===== src/rtl/dfs_pkg.sv =====
`timescale 1ns / 1ps
// ----------------------------------------------------------------------------
// dfs_pkg
// Shared types and constants of the delimited field selector.
// ----------------------------------------------------------------------------
package dfs_pkg;

  // Byte emitted at the end of every line
  localparam logic [7:0] NEWLINE_BYTE = 8'h0A;

  // Configuration port geometry: 64-bit registers at 8-byte strides
  localparam int unsigned APB_AW = 6;
  localparam int unsigned APB_DW = 64;

  // Register indexes
  localparam logic [2:0] REG_DELIM_SET     = 3'd0;
  localparam logic [2:0] REG_DELIM_COUNT   = 3'd1;
  localparam logic [2:0] REG_FIELD_MASK    = 3'd2;
  localparam logic [2:0] REG_OUT_SEP_BYTES = 3'd3;
  localparam logic [2:0] REG_OUT_SEP_LEN   = 3'd4;

  // Reset values of the registers
  localparam logic [31:0] DELIM_SET_RST     = 32'd44;
  localparam logic [2:0]  DELIM_COUNT_RST   = 3'd1;
  localparam logic [63:0] FIELD_MASK_RST    = 64'd0;
  localparam logic [31:0] OUT_SEP_BYTES_RST = 32'd44;
  localparam logic [2:0]  OUT_SEP_LEN_RST   = 3'd1;

  // Depth of the job queue between front and back
  localparam int unsigned QUEUE_DEPTH = 4;

  // One job: what a single input item asks the back end to emit, in order:
  // sep_cnt separator bytes, the data byte if data_en, a newline if nl.
  typedef struct packed {
    logic [2:0] sep_cnt;
    logic       data_en;
    logic [7:0] data;
    logic       nl;
  } dfs_job_t;

endpackage


===== src/rtl/dfs_if.sv =====
`timescale 1ns / 1ps
// ----------------------------------------------------------------------------
// dfs_in_if / dfs_out_if
// Valid/ready channels for line bytes in and selected bytes out.
// ----------------------------------------------------------------------------
interface dfs_in_if;
  logic       valid;
  logic       ready;
  logic [7:0] in_byte;
  logic       line_end;

  modport source  (output valid, in_byte, line_end, input ready);
  modport sink    (input valid, in_byte, line_end, output ready);
  modport monitor (input valid, ready, in_byte, line_end);
endinterface

interface dfs_out_if;
  logic       valid;
  logic       ready;
  logic [7:0] out_byte;
  logic       run_last;

  modport source  (output valid, out_byte, run_last, input ready);
  modport sink    (input valid, out_byte, run_last, output ready);
  modport monitor (input valid, ready, out_byte, run_last);
endinterface


===== src/rtl/dfs_front.sv =====
`timescale 1ns / 1ps
// ----------------------------------------------------------------------------
// dfs_front
// Takes line bytes, tracks fields, makes a job per selected byte or line end.
// ----------------------------------------------------------------------------
module dfs_front #(
  parameter int unsigned MAX_FIELDS  = 64,
  parameter int unsigned DELIM_SLOTS = 4,
  parameter int unsigned SEP_SLOTS   = 4
) (
  input  logic              clk_i,
  input  logic              rst_ni,
  dfs_in_if.sink            in_if,
  input  logic [31:0]       delim_set_i,
  input  logic [2:0]        delim_count_i,
  input  logic [63:0]       field_mask_i,
  input  logic [2:0]        out_sep_len_i,
  input  logic              q_full_i,
  output logic              push_o,
  output dfs_pkg::dfs_job_t job_o
);
  import dfs_pkg::*;

  localparam int unsigned DELIM_LIM = (DELIM_SLOTS < 4) ? DELIM_SLOTS : 4;
  localparam int unsigned SEP_LIM   = (SEP_SLOTS < 4) ? SEP_SLOTS : 4;
  localparam int unsigned FNUM_W    = $clog2(MAX_FIELDS + 2);
  localparam logic [FNUM_W-1:0] FNUM_SAT = FNUM_W'(MAX_FIELDS + 1);

  logic              inside_q, inside_d;
  logic [FNUM_W-1:0] fnum_q, fnum_d;
  logic              emitted_q, emitted_d;

  logic [DELIM_LIM-1:0] hit;
  logic                 is_delim;
  logic                 accept;
  logic                 start;
  logic [FNUM_W-1:0]    fnum_new;
  logic [6:0]           fnum7;
  logic [5:0]           mask_idx;
  logic                 sel;
  logic [2:0]           sep_len;

  // Compare against every active delimiter slot
  for (genvar k = 0; k < DELIM_LIM; k++) begin : g_delim
    assign hit[k] = (delim_count_i > 3'(k)) && (delim_set_i[8*k +: 8] == in_if.in_byte);
  end
  assign is_delim = |hit;

  assign in_if.ready = !q_full_i;
  assign accept      = in_if.valid && in_if.ready;

  // Clamp the separator length
  assign sep_len = (out_sep_len_i > 3'(SEP_LIM)) ? 3'(SEP_LIM) : out_sep_len_i;

  // Advance the field number on the first byte of a field, saturating
  assign start    = !is_delim && !inside_q;
  assign fnum_new = (start && (fnum_q < FNUM_SAT)) ? fnum_q + 1'b1 : fnum_q;
  assign fnum7    = 7'(fnum_new);
  assign mask_idx = 6'(fnum7 - 7'd1);
  assign sel      = !is_delim && (fnum7 != 7'd0) && (fnum7 <= 7'(MAX_FIELDS))
                    && field_mask_i[mask_idx];

  // Build the job and the next state
  always_comb begin
    job_o.sep_cnt = (start && sel && emitted_q) ? sep_len : 3'd0;
    job_o.data_en = sel;
    job_o.data    = in_if.in_byte;
    job_o.nl      = in_if.line_end;
    push_o        = accept && (sel || in_if.line_end);

    inside_d  = !is_delim;
    fnum_d    = fnum_new;
    emitted_d = emitted_q || (start && sel);
    if (in_if.line_end) begin
      inside_d  = 1'b0;
      fnum_d    = '0;
      emitted_d = 1'b0;
    end
  end

  // Update line state on each accepted item
  always_ff @(posedge clk_i or negedge rst_ni) begin
    if (!rst_ni) begin
      inside_q  <= 1'b0;
      fnum_q    <= '0;
      emitted_q <= 1'b0;
    end else if (accept) begin
      inside_q  <= inside_d;
      fnum_q    <= fnum_d;
      emitted_q <= emitted_d;
    end
  end

endmodule


===== src/rtl/dfs_queue.sv =====
`timescale 1ns / 1ps
// ----------------------------------------------------------------------------
// dfs_queue
// Small job queue that decouples the front from the back.
// ----------------------------------------------------------------------------
module dfs_queue (
  input  logic              clk_i,
  input  logic              rst_ni,
  input  logic              push_i,
  input  dfs_pkg::dfs_job_t job_i,
  input  logic              pop_i,
  output logic              full_o,
  output logic              empty_o,
  output dfs_pkg::dfs_job_t head_o
);
  import dfs_pkg::*;

  localparam int unsigned PW = $clog2(QUEUE_DEPTH);
  localparam int unsigned CW = $clog2(QUEUE_DEPTH + 1);

  dfs_job_t        mem_q [QUEUE_DEPTH];
  logic [PW-1:0]   wr_ptr_q, rd_ptr_q;
  logic [CW-1:0]   count_q;

  assign full_o  = (count_q == CW'(QUEUE_DEPTH));
  assign empty_o = (count_q == '0);
  assign head_o  = mem_q[rd_ptr_q];

  // Store pushed jobs
  always_ff @(posedge clk_i) begin
    if (push_i) begin
      mem_q[wr_ptr_q] <= job_i;
    end
  end

  // Advance pointers and occupancy
  always_ff @(posedge clk_i or negedge rst_ni) begin
    if (!rst_ni) begin
      wr_ptr_q <= '0;
      rd_ptr_q <= '0;
      count_q  <= '0;
    end else begin
      if (push_i) begin
        wr_ptr_q <= (wr_ptr_q == PW'(QUEUE_DEPTH - 1)) ? '0 : wr_ptr_q + 1'b1;
      end
      if (pop_i) begin
        rd_ptr_q <= (rd_ptr_q == PW'(QUEUE_DEPTH - 1)) ? '0 : rd_ptr_q + 1'b1;
      end
      if (push_i && !pop_i) begin
        count_q <= count_q + 1'b1;
      end else if (pop_i && !push_i) begin
        count_q <= count_q - 1'b1;
      end
    end
  end

endmodule


===== src/rtl/dfs_back.sv =====
`timescale 1ns / 1ps
// ----------------------------------------------------------------------------
// dfs_back
// Expands the queue head job into output bytes, one per cycle unless stalled.
// ----------------------------------------------------------------------------
module dfs_back (
  input  logic              clk_i,
  input  logic              rst_ni,
  input  logic              empty_i,
  input  dfs_pkg::dfs_job_t head_i,
  input  logic [31:0]       out_sep_bytes_i,
  output logic              pop_o,
  dfs_out_if.source         out_if
);
  import dfs_pkg::*;

  logic       valid_q;
  logic [7:0] byte_q;
  logic       last_q;
  logic [2:0] phase_q, phase_d;

  logic [2:0] total;
  logic       is_last;
  logic       load;
  logic [7:0] byte_d;

  // Total bytes of the head job and the byte of the current phase
  assign total   = head_i.sep_cnt + 3'(head_i.data_en) + 3'(head_i.nl);
  assign is_last = (phase_q == total - 3'd1);
  assign load    = !empty_i && (!valid_q || out_if.ready);
  assign pop_o   = load && is_last;
  assign phase_d = is_last ? 3'd0 : phase_q + 3'd1;

  always_comb begin
    if (phase_q < head_i.sep_cnt) begin
      byte_d = out_sep_bytes_i[8*phase_q[1:0] +: 8];
    end else if (head_i.data_en && (phase_q == head_i.sep_cnt)) begin
      byte_d = head_i.data;
    end else begin
      byte_d = NEWLINE_BYTE;
    end
  end

  // Output register: load a new byte or drop the taken one
  always_ff @(posedge clk_i or negedge rst_ni) begin
    if (!rst_ni) begin
      valid_q <= 1'b0;
      phase_q <= 3'd0;
    end else if (load) begin
      valid_q <= 1'b1;
      phase_q <= phase_d;
    end else if (out_if.ready) begin
      valid_q <= 1'b0;
    end
  end

  always_ff @(posedge clk_i) begin
    if (load) begin
      byte_q <= byte_d;
      last_q <= is_last;
    end
  end

  assign out_if.valid    = valid_q;
  assign out_if.out_byte = byte_q;
  assign out_if.run_last = last_q;

endmodule


===== src/rtl/delimited_field_selector.sv =====
`timescale 1ns / 1ps
// ----------------------------------------------------------------------------
// delimited_field_selector
// Passes on the selected delimiter-separated fields of a byte stream.
// ----------------------------------------------------------------------------
//  channel   dir  handshake          payload
//  in_if     in   valid/ready        in_byte[7:0], line_end
//  out_if    out  valid/ready        out_byte[7:0], run_last
//  apb       in   psel/penable/...   64-bit registers at paddr = 8*index
//
//  An item is accepted whenever the four-entry job queue has room; its job
//  leaves the back end at one output byte per unstalled cycle (up to six bytes).
//  Sustained input rate is one item per cycle while each item yields at most
//  one output byte; the back end's single output register sets the limit.
//  Asynchronous active-low reset clears line state, queue and output valid.
//  A stalled output holds the output register; input stalls only on a full queue.
// ----------------------------------------------------------------------------
module delimited_field_selector #(
  parameter int unsigned MAX_FIELDS  = 64,
  parameter int unsigned DELIM_SLOTS = 4,
  parameter int unsigned SEP_SLOTS   = 4
) (
  input  logic                       clk_i,
  input  logic                       rst_ni,
  dfs_in_if.sink                     in_if,
  dfs_out_if.source                  out_if,
  input  logic                       psel,
  input  logic                       penable,
  input  logic                       pwrite,
  input  logic [dfs_pkg::APB_AW-1:0] paddr,
  input  logic [dfs_pkg::APB_DW-1:0] pwdata,
  output logic [dfs_pkg::APB_DW-1:0] prdata,
  output logic                       pready
);
  import dfs_pkg::*;

  logic [31:0] delim_set_q;
  logic [2:0]  delim_count_q;
  logic [63:0] field_mask_q;
  logic [31:0] out_sep_bytes_q;
  logic [2:0]  out_sep_len_q;

  logic       wr_en;
  logic [2:0] reg_idx;

  logic     push, pop, q_full, q_empty;
  dfs_job_t job, head;

  // Configuration registers
  assign pready  = 1'b1;
  assign wr_en   = psel && penable && pwrite && pready;
  assign reg_idx = paddr[5:3];

  always_ff @(posedge clk_i or negedge rst_ni) begin
    if (!rst_ni) begin
      delim_set_q     <= DELIM_SET_RST;
      delim_count_q   <= DELIM_COUNT_RST;
      field_mask_q    <= FIELD_MASK_RST;
      out_sep_bytes_q <= OUT_SEP_BYTES_RST;
      out_sep_len_q   <= OUT_SEP_LEN_RST;
    end else if (wr_en) begin
      case (reg_idx)
        REG_DELIM_SET:     delim_set_q     <= pwdata[31:0];
        REG_DELIM_COUNT:   delim_count_q   <= pwdata[2:0];
        REG_FIELD_MASK:    field_mask_q    <= pwdata;
        REG_OUT_SEP_BYTES: out_sep_bytes_q <= pwdata[31:0];
        REG_OUT_SEP_LEN:   out_sep_len_q   <= pwdata[2:0];
        default: ;
      endcase
    end
  end

  // Read back
  always_comb begin
    case (reg_idx)
      REG_DELIM_SET:     prdata = {32'd0, delim_set_q};
      REG_DELIM_COUNT:   prdata = {61'd0, delim_count_q};
      REG_FIELD_MASK:    prdata = field_mask_q;
      REG_OUT_SEP_BYTES: prdata = {32'd0, out_sep_bytes_q};
      REG_OUT_SEP_LEN:   prdata = {61'd0, out_sep_len_q};
      default:           prdata = '0;
    endcase
  end

  dfs_front #(
    .MAX_FIELDS  (MAX_FIELDS),
    .DELIM_SLOTS (DELIM_SLOTS),
    .SEP_SLOTS   (SEP_SLOTS)
  ) u_front (
    .clk_i         (clk_i),
    .rst_ni        (rst_ni),
    .in_if         (in_if),
    .delim_set_i   (delim_set_q),
    .delim_count_i (delim_count_q),
    .field_mask_i  (field_mask_q),
    .out_sep_len_i (out_sep_len_q),
    .q_full_i      (q_full),
    .push_o        (push),
    .job_o         (job)
  );

  dfs_queue u_queue (
    .clk_i   (clk_i),
    .rst_ni  (rst_ni),
    .push_i  (push),
    .job_i   (job),
    .pop_i   (pop),
    .full_o  (q_full),
    .empty_o (q_empty),
    .head_o  (head)
  );

  dfs_back u_back (
    .clk_i           (clk_i),
    .rst_ni          (rst_ni),
    .empty_i         (q_empty),
    .head_i          (head),
    .out_sep_bytes_i (out_sep_bytes_q),
    .pop_o           (pop),
    .out_if          (out_if)
  );

endmodule


===== src/flat_wrapper.sv =====
// flat-port wrapper written by rule: the top's interface ports become plain ports
module delimited_field_selector_flat import dfs_pkg::*;
#(
  parameter int unsigned MAX_FIELDS  = 64,
  parameter int unsigned DELIM_SLOTS = 4,
  parameter int unsigned SEP_SLOTS   = 4
)
  (clk_i, rst_ni, psel, penable, pwrite, paddr, pwdata, prdata, pready, in_if_valid, in_if_in_byte, in_if_line_end, in_if_ready, out_if_valid, out_if_out_byte, out_if_run_last, out_if_ready);
  dfs_in_if in_if_i ();
  dfs_out_if out_if_i ();
  input  logic clk_i;
  input  logic rst_ni;
  input  logic psel;
  input  logic penable;
  input  logic pwrite;
  input  logic [dfs_pkg::APB_AW-1:0] paddr;
  input  logic [dfs_pkg::APB_DW-1:0] pwdata;
  output logic [dfs_pkg::APB_DW-1:0] prdata;
  output logic pready;
  input wire logic [$bits(in_if_i.valid)-1:0] in_if_valid;
  input wire logic [$bits(in_if_i.in_byte)-1:0] in_if_in_byte;
  input wire logic [$bits(in_if_i.line_end)-1:0] in_if_line_end;
  output wire logic [$bits(in_if_i.ready)-1:0] in_if_ready;
  output wire logic [$bits(out_if_i.valid)-1:0] out_if_valid;
  output wire logic [$bits(out_if_i.out_byte)-1:0] out_if_out_byte;
  output wire logic [$bits(out_if_i.run_last)-1:0] out_if_run_last;
  input wire logic [$bits(out_if_i.ready)-1:0] out_if_ready;
  assign in_if_i.valid = in_if_valid;
  assign in_if_i.in_byte = in_if_in_byte;
  assign in_if_i.line_end = in_if_line_end;
  assign in_if_ready = in_if_i.ready;
  assign out_if_valid = out_if_i.valid;
  assign out_if_out_byte = out_if_i.out_byte;
  assign out_if_run_last = out_if_i.run_last;
  assign out_if_i.ready = out_if_ready;
  delimited_field_selector #(.MAX_FIELDS(MAX_FIELDS), .DELIM_SLOTS(DELIM_SLOTS), .SEP_SLOTS(SEP_SLOTS)) u_core (.clk_i(clk_i), .rst_ni(rst_ni), .in_if(in_if_i), .out_if(out_if_i), .psel(psel), .penable(penable), .pwrite(pwrite), .paddr(paddr), .pwdata(pwdata), .prdata(prdata), .pready(pready));
endmodule

===== config.mk =====
export PLATFORM = sky130hd
export DESIGN_NAME = delimited_field_selector_flat
export DESIGN_NICKNAME = d
export VERILOG_FILES = /design/src/rtl/dfs_pkg.sv /design/src/rtl/dfs_if.sv /design/src/rtl/dfs_front.sv /design/src/rtl/dfs_queue.sv /design/src/rtl/dfs_back.sv /design/src/rtl/delimited_field_selector.sv /design/src/flat_wrapper.sv
export SDC_FILE = /design/constraint.sdc
export NUM_CORES = 1
export LEC_CHECK = 0
export ABC_CLOCK_PERIOD_IN_PS = 8300
export BUFFER_PORTS_ARGS = -buffer_cell sky130_fd_sc_hd__buf_2
export CAP_MARGIN = 10
export CORE_UTILIZATION = 50
export DETAILED_ROUTE_END_ITERATION = 12
export PLACE_DENSITY = 0.8
export SYNTH_ARGS = -nofsm -noshare
export SYNTH_HDL_FRONTEND = slang
export SYNTH_SLANG_ARGS = --single-unit

===== constraint.sdc =====
create_clock -name clk_i -period 8.3 [get_ports clk_i]
set_input_delay 0.415 -clock clk_i [delete_from_list [all_inputs] [get_ports clk_i]]
set_output_delay 0.415 -clock clk_i [all_outputs]
set_load 0.02 [all_outputs]

Word-level counts from Yosys, hierarchy flattened
Memory sizes are Yosys's and may differ from the RTL's.
Index checks and enable logic that the tools add are counted.

word-level totals
  output and inout port bits = 76
  memories kept = 1
  logic and storage cells = 110
  bits of input ports = 86
  memory bits (writable) = 52
  register bits after elaboration = 163

memories
  name                  words  width  read ports  clocked after memory_dff  write ports  RTL line         text
  u_core.u_queue.mem_q  4      13     1           0                         1            dfs_queue.sv:21  dfs_job_t mem_q [QUEUE_DEPTH];

operators by class
  eq/ne operators = 13
  reduce and logical (&&, ||, !) cells = 41
  multiplexer cells = 20
  shifts and indexed selects = 1
  order comparisons = 9
  $add $sub $neg = 10

operators by type and width
  cell                                                            number
  one-hot mux 64 bit (5 select lines)                             1
  == test 8 bit                                                   4
  variable part select 32 x 6 -> 8 bit                            1
  logical AND 1 bit                                               20
  two-way mux 8 bit                                               2
  two-way mux 3 bit                                               5
  two-way mux 7 bit                                               2
  AND reduction 2 bit                                             5
  adder 7 x 1 -> 7 bit (second input constant)                    1
  <= comparator 7 bit (second input constant)                     1
  logical NOT 1 bit                                               7
  less-than comparator 6 x 7 -> 1 bit (second input constant)     1
  less-than comparator 7 bit (second input constant)              1
  two-way mux 1 bit                                               7
  nonzero test 7 bit                                              1
  adder 3 x 1 -> 3 bit                                            2
  adder 3 x 1 -> 3 bit (second input constant)                    2
  binary-select mux 1 bit (select 6 bit)                          1
  == test 3 x 2 -> 1 bit (second input constant)                  2
  == test 3 bit                                                   2
  == test 3 bit (second input constant)                           2
  greater-than comparator 3 x 1 -> 1 bit (second input constant)  2
  greater-than comparator 3 x 2 -> 1 bit (second input constant)  2
  logical NOT 3 bit                                               2
  other kinds (11)                                                18

Longest topological paths before layout
  word-level depth = 17
  depth in mapped cells = 20
  depth with buffers taken out = 18

By module
From an unflattened synthesis, not the netlist that was laid out.

unflattened totals
  cell total of the unflattened synthesis = 1,021
  area, all modules = 12,263.0 um^2

modules (own cells, without submodules)
  module                    area an instance (um^2)  sequential area each (um^2)  cells each  instances
  delimited_field_selector  6,282.3                  3,363.2                      475         1
  dfs_front                 2,652.5                  225.2                        356         1
  dfs_queue                 2,321.0                  1,736.7                      105         1
  dfs_back                  1,007.2                  370.4                        85          1

Worst setup path before layout
OpenSTA, ideal clock, no wires.

  path type = register to register
  start = register u_core.u_queue.rd_ptr_q[0]
  end = register u_core.u_queue.count_q[1]
  setup slack = 3.786 ns
  library setup time = 0.125 ns
  data arrival time = 4.390 ns
  clock period less this slack = 4.514 ns
  required time = 8.175 ns
  cell stages (with the launch flop) = 18
  cell sequence = dfrtp_1 > clkbuf_1 > buf_1 > mux4_2 > inv_1 > ha_1 > inv_1 > ha_1 > fa_1 > xnor2_1 > xnor2_1 > xnor2_1 > nor3_1 > nand2_1 > ha_1 > inv_1 > fa_1 > mux2_2

on the way
  longest elaborated chain between the ends = 9
  elaborated cells on any way between the ends = 11

ends and longest elaborated chain
  element                                                  RTL line         text
  from (decl)                                              dfs_queue.sv:22  logic [PW-1:0] wr_ptr_q, rd_ptr_q;
  from (signal assigned)                                   dfs_queue.sv:47  rd_ptr_q <= (rd_ptr_q == PW'(QUEUE_DEPTH - 1)) ? '0 : rd_ptr_q + 1'b1;
  memory (4 x 13 bit) (*)                                  n/a
  adder 3 x 1 -> 3 bit                                     dfs_back.sv:28   assign total = head_i.sep_cnt + 3'(head_i.data_en) + 3'(head_i.nl);
  adder 3 x 1 -> 3 bit (*)                                 dfs_back.sv:28
  subtractor 3 x 1 -> 3 bit (*)                            dfs_back.sv:29   assign is_last = (phase_q == total - 3'd1);
  == test 3 bit (*)                                        dfs_back.sv:29
  via u_core.u_back.is_last                                dfs_back.sv:23   logic is_last;
  logical AND 1 bit (*)                                    dfs_back.sv:31   assign pop_o = load && is_last;
  logical NOT 1 bit                                        dfs_queue.sv:49  if (push_i && !pop_i) begin
  logical AND 1 bit                                        dfs_queue.sv:49
  two-way mux 3 bit or nonzero test 2 bit (tied branches)  n/a
  to (signal assigned)                                     dfs_queue.sv:50  count_q <= count_q + 1'b1;
  to (signal assigned)                                     dfs_queue.sv:52  count_q <= count_q - 1'b1;
  to (decl)                                                dfs_queue.sv:23  logic [CW-1:0] count_q;

Mark *: on every way through the listed nets, which the timed path passes. The rest lies on a longest branch.
A chain may end at the register's enable or synchronous reset.

Worst setup path after layout
  start = register u_core.delim_set_q[3]
  end = memory u_core.u_queue.mem_q[1][11] (netlist name), enable pin

on the way
  longest elaborated chain between the ends = 15
  elaborated cells on any way between the ends = 19

ends and longest elaborated chain
  element                                                                       RTL line                          text
  from (decl)                                                                   delimited_field_selector.sv:37    logic [31:0] delim_set_q;
  from (signal assigned)                                                        delimited_field_selector.sv:63    REG_DELIM_SET: delim_set_q <= pwdata[31:0];
  == test 8 bit (*)                                                             dfs_front.sv:45                   assign hit[k] = (delim_count_i > 3'(k)) && (delim_set_i[8*k +: 8] == in_if.in_byte);
  logical AND 1 bit (*)                                                         dfs_front.sv:45
  OR reduction 4 bit (*)                                                        dfs_front.sv:47                   assign is_delim = |hit;
  logical NOT 1 bit (*)                                                         dfs_front.sv:56, dfs_front.sv:60
  logical AND 1 bit                                                             dfs_front.sv:56                   assign start = !is_delim && !inside_q;
  logical AND 1 bit                                                             dfs_front.sv:57                   assign fnum_new = (start && (fnum_q < FNUM_SAT)) ? fnum_q + 1'b1 : fnum_q;
  two-way mux 7 bit                                                             dfs_front.sv:57
  subtractor 6 x 1 -> 6 bit or nonzero test 7 bit (tied branches)               dfs_front.sv:59, dfs_front.sv:60
  binary-select mux 1 bit (select 6 bit) or logical AND 1 bit (tied branches)   dfs_front.sv:61, dfs_front.sv:60
  two-way mux 1 bit (not written as such) or logical AND 1 bit (tied branches)  dfs_front.sv:61, dfs_front.sv:60
  logical AND 1 bit (*)                                                         dfs_front.sv:61                   && field_mask_i[mask_idx];
  logical OR 1 bit (*)                                                          dfs_front.sv:69                   push_o = accept && (sel || in_if.line_end);
  logical AND 1 bit (*)                                                         dfs_front.sv:69
  two-way mux 1 bit (*)                                                         dfs_queue.sv:31                   if (push_i) begin
  two-way mux 1 bit (not written as such) (*)                                   dfs_queue.sv:32                   mem_q[wr_ptr_q] <= job_i;
  to (decl)                                                                     dfs_queue.sv:21

Mark *: on every way between the ends. The rest lies on a longest branch, timed or not. The select of a mux whose other input is x is not followed.

==> results.py <==
metrics = {
    "global_routing": {
        "grt_pass1_vias": 8544,
        "globalRoute.totalOverflow": 0,
        "grt_first_pass_wirelength_um": 48230,
        "grt_start_max_net_pins": 98,
        "antenna_violations_before_repair": 1,
        "global_route.usage.total": 0.2624,
    },
    "run_status": {
        "violations": "hold timing",
        "result_of_the_run": "finished, violations left",
    },
    "timing": {
        "hold_ws_ns": -0.006068,
        "finalSetupViolCount": 0,
        "max_slew.worst_pin.slew_ns": 1.166,
        "slew_violations": 0,
        "post-route-min-period_ns": 5.244,
        "achievable_frequency_mhz": 190.7,
        "hold_vio_cnt_final": 6,
        "relSlewSlack": 0.2198,
        "fin_crit_sh": 0.6318,
        "skew_ns": 0.02755,
        "sum_of_negative_setup_slack_ns": 0,
        "grt_setup_unrepaired": "false",
    },
    "synthesis": {
        "synthesis.yosys.warnings": 0,
        "mappedNetlistArea_um2": 11660,
        "ys_top_cells_by_area": "sky130_fd_sc_hd__dfrtp_1 (31%), sky130_fd_sc_hd__edfxtp_1 (16%), sky130_fd_sc_hd__mux2_2 (15%)",
        "netlist_instances": 996,
        "synth_top_cell_area_share": 0.3134,
        "synth_sequential_area_ratio": 0.4885,
        "yosysUniqueCellTypes": 74,
        "synth_seq_cells": 215,
        "syn-num-nets": 1097,
        "synth.largest_area_cell": "sky130_fd_sc_hd__dfrtp_1",
        "number_of_synthesized_flops_with_an_enable_pin": 61,
        "dominantRegCellSynth": "sky130_fd_sc_hd__dfrtp_1",
        "syn_area_per_cell_um2": 11.71,
        "async_flop_share": 0.7163,
    },
    "critical_path": {
        "timing.critical_path.required_ns": 8.43,
        "crit_path_max_incr_delay_ns": 0.89,
        "rr_startpoint": "u_core.delim_set_q[3]",
        "cpMaxStageDelayCell": "sky130_fd_sc_hd__nor2_1",
        "startpoint_type": "register",
        "worst_setup_path_end_kind": "register",
        "worst-setup-path-type": "reg -> reg",
        "critPathMaxFanout": 13,
        "cp_data_arrival_time_ns": 5.37,
        "critical_path.endpoint": "u_core.u_queue.mem_q[1][11]",
        "reg2reg_to": "u_core.u_queue.mem_q[1][11]",
        "worst-r2r-cell-count": 12,
        "worstSetupStartpoint": "u_core.delim_set_q[3]",
        "worstPathCellList": "xor2_1, nor4_1, nand4_1, nand4_1, nor2_1, o31ai_2, xor2_1, a2111oi_2, nor3_1, a211o_1, a211o_4, nor2_1",
        "timing.reg2reg.setup_slack_ns": 3.06,
    },
    "layout": {
        "fin_nets": 1229,
        "final_cells": 1458,
        "post_route_cells_drive_above_1_share": 0.3607,
        "layout.filler_cells": 1801,
        "num_antenna_cells": 0,
        "flow.area_growth_from_synthesis_pct": 15.45,
    },
    "floorplan": {
        "rows": 55,
        "die-area_um2": 23930,
        "pin_count": 162,
        "chipWidth_um": 154.7,
        "dieHeight_um": 154.7,
        "initial_utilization": 0.5118,
        "placeableCoreArea_um2": 22780,
    },
    "placement": {
        "placement.io_buffers": 157,
        "placed_cells_incl_taps": 1414,
        "hpwlAfterDp_um": 21520,
        "place_congestion": 0.9550,
    },
    "route": {
        "vias_per_cell": 5.964,
        "detailroute.via_count": 8696,
        "dr.pass1.iters": 5,
        "wire_length_per_cell_after_detailed_routing_um": 21.19,
        "postRouteWirelength_um": 30890,
        "drc_errors": 0,
        "postRouteAntennaNets": 0,
        "detailedRoute.firstIterationViolations": 701,
    },
    "hold_path": {
        "timing.hold.worst.class": "in -> async",
    },
    "clock_tree": {
        "post-cts-setup-buffers": 0,
        "cts.repair.resized": 0,
        "cts.root.buffer_cell": "sky130_fd_sc_hd__clkbuf_16",
        "clock_latency_ns": 0.53,
        "cts_tree": "yes",
        "numCtsBuffers": 23,
        "cts.htree.levels": 1,
        "worst_setup_hold_path_clk_slew_ns": 0.06,
        "numClockSinks": 215,
        "cts.path.max_buffers": 3,
        "cts_hold_repair_buffers": 0,
    },
    "power_and_ir_drop": {
        "static-leakage-power_nw": 5.925,
        "report.power.total_mw": 4.482,
        "cellPowerDensity_nw_per_um2": 333.0,
        "worst_ir_drop_vdd_mv": 0.1683,
    },
    "flow_run": {
        "maxCapViolCount": 0,
    },
}
[routing by layer]
layer,part of all wire,track usage
met1,0.42,0.3660
met2,0.47,0.4135
met3,0.079,0.04511
met4,0.033,0.09524
met5,0.00039,0
[per-stage QoR]
| step | setup WS [ns] | utilization | hold WS [ns] | instance area [um^2] |
|---|---|---|---|---|
| 6_report | 3.056 | 0.5909 | -0.006068 | 13460 |
| 5_1_grt | 2.730 | 0.5909 | 0.07965 | 13460 |
| 4_1_cts | 3.054 | 0.5903 | 0.04002 | 13450 |
| 3_5_place_dp | 2.927 | 0.5564 | 0.4886 | 12670 |
| 3_3_place_gp | 3.023 | 0.5564 | 0.4697 | 12670 |
| 2_1_floorplan | 3.786 | - | 0.1194 | 11660 |
[cell type report]
type / instances / area [um^2] / area share
flip-flops and latches: 215 / 5695 / 0.4231
multi-input cells: 680 / 5580 / 0.4146
repair buffers: 167 / 867.1 / 0.06442
clock buffers: 36 / 698.2 / 0.05187
well taps: 313 / 391.6 / 0.02909
inverters: 41 / 153.9 / 0.01143
clock inverters: 6 / 73.82 / 0.005484
[critical path: cells and delay by family, from the launching register on]
family	cells	cell delay, ns
AO/OA/AOI/OAI	4	1.46
AND/OR/NAND/NOR	6	2.51
flip-flops	1	0.56
XOR/XNOR	2	0.31
[where the power goes]
group	leakage, nW	total, mW	internal [mW]	switching [mW]
Sequential	2.51	1.68	1.39	0.293
Combinational	3.03	1.77	0.800	0.968
Clock	0.384	1.04	0.613	0.423
Total	5.93	4.48	2.80	1.68
[state kept, by name (all words and copies together) (netlist names)]
signal,flops
u_core.u_queue.count_q,3
u_core.u_back.phase_q,3
u_core.u_queue.rd_ptr_q,2
u_core.u_front.fnum_q,7
u_core.out_sep_len_q,3
u_core.u_back.out_if.out_byte,8
u_core.u_front.emitted_q,1
u_core.delim_set_q,32
u_core.delim_count_q,3
u_core.u_front.inside_q,1
u_core.u_queue.wr_ptr_q,2
u_core.out_sep_bytes_q,32
u_core.u_back.out_if.valid,1
u_core.field_mask_q,64
u_core.u_back.out_if.run_last,1
u_core.u_queue.mem_q,52
[how the worst min path moves through the flow]
stage | startpoint | end | slack [ns] | cells past startpoint
floorplan | rst_ni | u_core.delim_count_q[1] | 0.12 | 0
global placement | u_core.u_back.out_if.valid | u_core.u_back.out_if.valid | 0.47 | 2
detailed placement | u_core.u_back.out_if.valid | u_core.u_back.out_if.valid | 0.49 | 2
CTS | rst_ni | u_core.out_sep_bytes_q[8] | 0.04 | 1
global route | rst_ni | u_core.out_sep_bytes_q[8] | 0.08 | 1
finish | rst_ni | u_core.out_sep_bytes_q[8] | -0.006 | 1
[Yosys cell counts (all sizes together), types with 26 or more instances]
cell and count:
mux4 26, inv 41, xor2 35, edfxtp 61
and2 36, dfrtp 146, o22ai 27, mux2i 28
nor2 86, mux2 155, nand2 51, clkbuf 42
a21oi 42
[cells by family after synthesis]
logic type      synth area share
other cells            0.0003216
flops                     0.4885
buf+inv                  0.03434
mux                       0.2246
simple gates              0.1118
xor+xnor                 0.03735
compound gates           0.08564
fa+ha+maj                0.01739
[cell usage in the layout (no fill, tap or decap), types with 8 or more instances in the layout]
cell type / synthesis / final
sky130_fd_sc_hd__edfxtp_1: 61 / 61
sky130_fd_sc_hd__a21oi_1: 40 / 40
sky130_fd_sc_hd__nor4_1: 10 / 9
sky130_fd_sc_hd__buf_4: 2 / 10
sky130_fd_sc_hd__dfrtp_1: 146 / 146
sky130_fd_sc_hd__nor2_1: 86 / 86
sky130_fd_sc_hd__mux2i_1: 28 / 28
sky130_fd_sc_hd__mux4_2: 26 / 26
sky130_fd_sc_hd__o21ai_0: 21 / 21
sky130_fd_sc_hd__mux2_2: 153 / 153
sky130_fd_sc_hd__buf_2: 5 / 156
sky130_fd_sc_hd__xor2_1: 34 / 34
sky130_fd_sc_hd__inv_1: 41 / 41
sky130_fd_sc_hd__nor3_1: 23 / 21
sky130_fd_sc_hd__dfstp_2: 8 / 8
sky130_fd_sc_hd__o22ai_1: 27 / 27
sky130_fd_sc_hd__xnor2_1: 12 / 12
sky130_fd_sc_hd__ha_1: 13 / 13
sky130_fd_sc_hd__and2_1: 36 / 36
sky130_fd_sc_hd__o221ai_1: 8 / 8
sky130_fd_sc_hd__nand2_1: 50 / 50
sky130_fd_sc_hd__nor3b_1: 14 / 14
sky130_fd_sc_hd__clkbuf_16: 0 / 23
No activity file was read; power rests on OpenSTA's default activity.
